## config.mk

```make
export PLATFORM = sky130hd
export DESIGN_NAME = isrt_cell
export DESIGN_NICKNAME = d
export VERILOG_FILES = /design/src/rtl/core/isrt_pkg.sv /design/src/rtl/core/isrt_cell.sv
export SDC_FILE = /design/constraint.sdc
export NUM_CORES = 1
export LEC_CHECK = 0
export ABC_AREA = 1
export BUFFER_PORTS_ARGS = -buffer_cell sky130_fd_sc_hd__buf_2
export CAP_MARGIN = 10
export CORE_MARGIN = 3
export CORE_UTILIZATION = 49
export CTS_BUF_LIST = sky130_fd_sc_hd__clkbuf_16
export CTS_CLUSTER_SIZE = 14
export DETAILED_ROUTE_END_ITERATION = 10
export PLACE_DENSITY = 0.86
export SLEW_MARGIN = 20
export SYNTH_ARGS = -nofsm -noshare
export SYNTH_HDL_FRONTEND = slang
export SYNTH_SLANG_ARGS = --single-unit
```

## constraint.sdc

```tcl
create_clock -name clk -period 3.9 [get_ports clk]
set_input_delay 0.195 -clock clk [delete_from_list [all_inputs] [get_ports clk]]
set_output_delay 0.195 -clock clk [all_outputs]
set_load 0.01 [all_outputs]
```

## src/rtl/core/isrt_pkg.sv

```systemverilog
// ----------------------------------------------------------------------------
// isrt_pkg
// shared constants and the per-cell state record of the insertion sorter
// ----------------------------------------------------------------------------
package isrt_pkg;

	localparam int DEPTH_DEFAULT = 64;
	localparam int DATA_W        = 32;

	typedef logic signed [DATA_W-1:0] data_t;

	// what a cell shows its neighbors
	typedef struct packed {
		data_t value;
		logic  full;
		logic  gt;
	} cell_st_t;

endpackage

```

## src/rtl/core/isrt_cell.sv

```systemverilog
// ----------------------------------------------------------------------------
// isrt_cell
// one slot of the sorting chain: compares the incoming value with its own,
// takes the new value or its left neighbor's on insert, its right neighbor's
// on drain
// ----------------------------------------------------------------------------
module isrt_cell (
	input  logic              clk,
	input  logic              arst_n,
	input  logic              insert,
	input  logic              shift,
	input  isrt_pkg::data_t   ins_value,
	input  isrt_pkg::cell_st_t left,
	input  isrt_pkg::cell_st_t right,
	output isrt_pkg::cell_st_t self
);
	import isrt_pkg::*;

	data_t value_q;
	logic  full_q;
	logic  gt;
	logic  take;

	// stored value strictly greater moves up, new value lands after equals
	assign gt   = full_q && (value_q > ins_value);
	assign take = gt || (!full_q && left.full);

	always_ff @(posedge clk or negedge arst_n) begin
		if (!arst_n) begin
			full_q <= 1'b0;
		end else if (shift) begin
			full_q <= right.full;
		end else if (insert && take) begin
			full_q <= 1'b1;
		end
	end

	always_ff @(posedge clk) begin
		if (shift) begin
			value_q <= right.value;
		end else if (insert && take) begin
			value_q <= left.gt ? left.value : ins_value;
		end
	end

	assign self.value = value_q;
	assign self.full  = full_q;
	assign self.gt    = gt;

endmodule

```

==> results.md <==
Critical path:
- STA puts the critical path data arrival time at 2.59 ns.
- Together, buffers and inverters on the worst path number 1.
- Walking the worst path, the cells encountered are ha_1, a21oi_1, o21ai_0, a21oi_1, nand2_1, nand2_1, nand2_1, nand2_1, nand3_2, nand2_1, nand2_1, nand2_1, buf_4.
- The category of the most critical setup path is reg -> reg.
- STA classifies the critical path endpoint as a register.
- Among all stages on the critical path, the largest delay is contributed by buf_4.
- Counting stages on the worst path, the most repeated cell is nand2_1.
- The stage delay of the slowest cell on the critical path is 0.40 ns.
- STA puts the critical path data required time at 3.84 ns.
- The startpoint type of the worst setup path is a register.
- The kind of cell adding the most delay to the critical path is simple AND/OR/NAND/NOR gates.
- The largest fanout on the critical path is 23.

Clock network:
- The post-CTS setup buffer count is 0.
- The clock insertion delay at the later pin of the skew report is 0.27 ns.
- The clock-pin transition on the worst setup and hold timing paths is 0.05 ns.
- The CTS buffer count is 5.
- Once the clock tree was built, the resizer swapped 0 gates to a different size.
- No sink is reached through more buffers than the 2 on the longest clock path.
- The number of sinks on the clock net is 33.
- The CTS root buffer is clkbuf_16.
- Buffers inserted to repair hold after CTS numbered 1.
- TritonCTS built the clock tree.
- The number of H-tree branching levels is 2.

Timing:
- In the finished design, the share of the clock period the worst path needs comes to 0.6792.
- Adding up every negative setup slack in the final design gives 0 ns.
- For the pin with the worst max-slew slack, the measured transition is 1.058 ns.
- After layout, the worst setup slack is 1.251 ns.
- Setup violations remaining at the end of the flow were counted as 0.
- The final critical path time including I/O delays and setup is 2.649 ns.
- The count of final hold-check violations is 0.
- Clock skew on the completed layout was measured at 0.003856 ns.
- The worst slew margin relative to its limit is 0.2944.
- The final max-slew violation count is 0.
- Setup repair after global routing left no endpoint under its margin.
- The maximum operating frequency is 377.5 MHz.

Logic synthesis:
- The register area share after synthesis is 0.3812.
- The most instantiated flip-flop cell in the synthesis netlist is edfxtp_1.
- In the synthesized netlist the async set-or-reset flop fraction comes to 0.03030.
- The synthesized netlist cell count is 304.
- The post-synthesis register bit count is 33.
- The cell area after technology mapping is 2586 µm².
- The count of flip-flops with a built-in enable after synthesis is 32.
- The number of different library cells used by synthesis comes to 24.
- Yosys printed 0 warnings.
- The per-instance average area after synthesis is 8.507 µm².
- The synthesized net count is 440.

Floorplan:
- The effective utilization at floorplan is 0.5266.
- The number of I/O pins is 138.
- The number of core rows is 25.
- From left edge to right edge, the die measures 78.65 µm.
- In this run the vertical extent of the chip is 78.65 µm.
- The floorplan step defined a die boundary enclosing 6186 µm².
- The area inside the core boundary is 4911 µm².

Placed design:
- The port buffer count is 136.
- The detailed placer's ending HPWL is 5397 µm.
- At the end of routability-driven placement, the weighted congestion stood at 0.8318.
- Prior to clock tree synthesis, the placed netlist has a worst setup slack of 1.199 ns.

Routing:
- The DRC violation count after routing is 0.
- After detailed routing, the number of vias per cell comes to 5.016.
- The count of nets left with antenna violations after detail routing is 0.
- Across all layers, the routed design uses 2523 vias.
- The routed wirelength normalized by instance count is 13.51 µm.
- For this block, the initial DRC count from the detailed router was 98.
- The first detailed-routing pass ran for 4 iterations.
- The final routed wirelength across all metal layers is 6795 µm.

Layout:
- Measured on the finished design, the core utilization comes to 0.7017.
- The net count of the finished layout is 571.
- The signed area change from the synthesized netlist to the final layout is 33.24%.
- 0 antenna diodes ended up in the layout.
- Leaving out fill and tap cells, the most frequent cells in the layout are buf_2 (136), nand2_1 (73), inv_1 (45), ha_1 (32), edfxtp_1 (32).
- The leading cell type in the layout, fill and taps excluded is buf_2.
- After filler insertion, the fill cell instance count of the layout stands at 406.
- Of the cells placed in the final design, the portion with a size suffix greater than 1 is 0.3440.

Power and ir drop:
- The static power due to leakage is 1.774 nW.
- IR analysis of the VDD net gives a maximum drop of 0.3631 mV.
- The power density over cell area is 335.0 nW/µm².

Global route:
- The pin count of the biggest net entering global routing is 63.
- The number of antenna violations at the first check in global routing is 0.
- Across every metal layer, demand over resource in global routing totals 0.2189.
- Summed over all layers, the global routing overflow is 0.
- The number of global-route vias before repair is 2494.
- The wire length of the first global-routing pass is 10830 µm.

Status:
- The flow ran to the end, and the final reports show no timing, DRC or antenna violations.

Min path:
- The path class of the tightest hold or removal check is in -> reg.

Run:
- The number of max-cap violations is 0.
## power breakdown
part	total, mW	switching [mW]	internal (mW)
clock network	0.366	0.136	0.229
registers	0.459	0.0193	0.440
logic	0.329	0.181	0.149
total	1.15	0.336	0.818
## area by class of cell
class / count / area, µm² / area share
Sequential cell: 33 / 985.9 / 0.2861
Multi-Input combinational cell: 211 / 1365 / 0.3962
Clock buffer: 5 / 125.1 / 0.03631
Clock inverter: 3 / 11.26 / 0.003268
Inverter: 45 / 168.9 / 0.04902
Timing Repair Buffer: 139 / 705.7 / 0.2048
Tap cell: 67 / 83.83 / 0.02433
## kinds of logic after synthesis
| family | after synthesis | share of synthesized area |
|---|---|---|
| compound gates | 85 | 0.2259 |
| fa+ha+maj | 32 | 0.1548 |
| buf+inv | 60 | 0.09095 |
| flops | 33 | 0.3812 |
| simple gates | 94 | 0.1471 |
## registers in the layout, indices dropped and copies added (netlist names)
register,count
value_q,32
full_q,1
## routing by layer
layer,vias to the layer above,track usage,part of all wire
met5,-,0,0
met4,0,0.05769,0.013
met3,8,0.03555,0.053
met2,75,0.4194,0.54
met1,1137,0.2480,0.39
li1,1303,-,-
## Yosys cell counts (2+ instances only)
master / instances / share of area
nand2_1: 73 / 0.11
inv_1: 43 / 0.062
edfxtp_1: 32 / 0.37
ha_1: 32 / 0.15
o21a_1: 31 / 0.090
o211ai_1: 29 / 0.084
a21oi_1: 20 / 0.039
nor2_1: 13 / 0.019
clkbuf_1: 11 / 0.016
buf_2: 2 / 0.0039
buf_4: 2 / 0.0058
nand3_1: 2 / 0.0039
nor2_2: 2 / 0.0048
o21ai_0: 2 / 0.0039
## path summary, 6_finish.rpt
kind | start | to | slack [ns] | cells after the start
setup / recovery | value_q[13]$_DFFE_PP_ | value_q[22]$_DFFE_PP_ | 1.25 | 13
hold / removal | right[1] | full_q$_DFFE_PN0P_ | 0.19 | 3
setup reg to reg | value_q[13]$_DFFE_PP_ | value_q[22]$_DFFE_PP_ | 1.25 | 13
hold reg to reg | full_q$_DFFE_PN0P_ | full_q$_DFFE_PN0P_ | 0.56 | 2
max in group asynchronous | arst_n | full_q$_DFFE_PN0P_ | 3.58 | 2
min in group asynchronous | arst_n | full_q$_DFFE_PN0P_ | 0.24 | 2
## worst register-to-register path, cell delays in order, from the launching register on
cell and delay, ns:
edfxtp_1 0.39, ha_1 0.31, a21oi_1 0.16, o21ai_0 0.10
a21oi_1 0.18, nand2_1 0.09, nand2_1 0.08, nand2_1 0.06
nand2_1 0.06, nand3_2 0.07, nand2_1 0.06, nand2_1 0.04
nand2_1 0.32, buf_4 0.40
## stage by stage
step | cells | hold WS [ns] | area (µm²) | power, mW
after floorplan | 304 | -0.1006 | 2586 | 0.6647
after global placement | 494 | -0.02883 | 3299 | 0.7800
after detailed placement | 494 | -0.02872 | 3299 | 0.7962
after CTS | 503 | 0.1848 | 3446 | 1.164
after global routing | 503 | 0.1927 | 3446 | 1.229
final | 503 | 0.1866 | 3446 | 1.154
No activity file was read; power rests on OpenSTA's default activity.
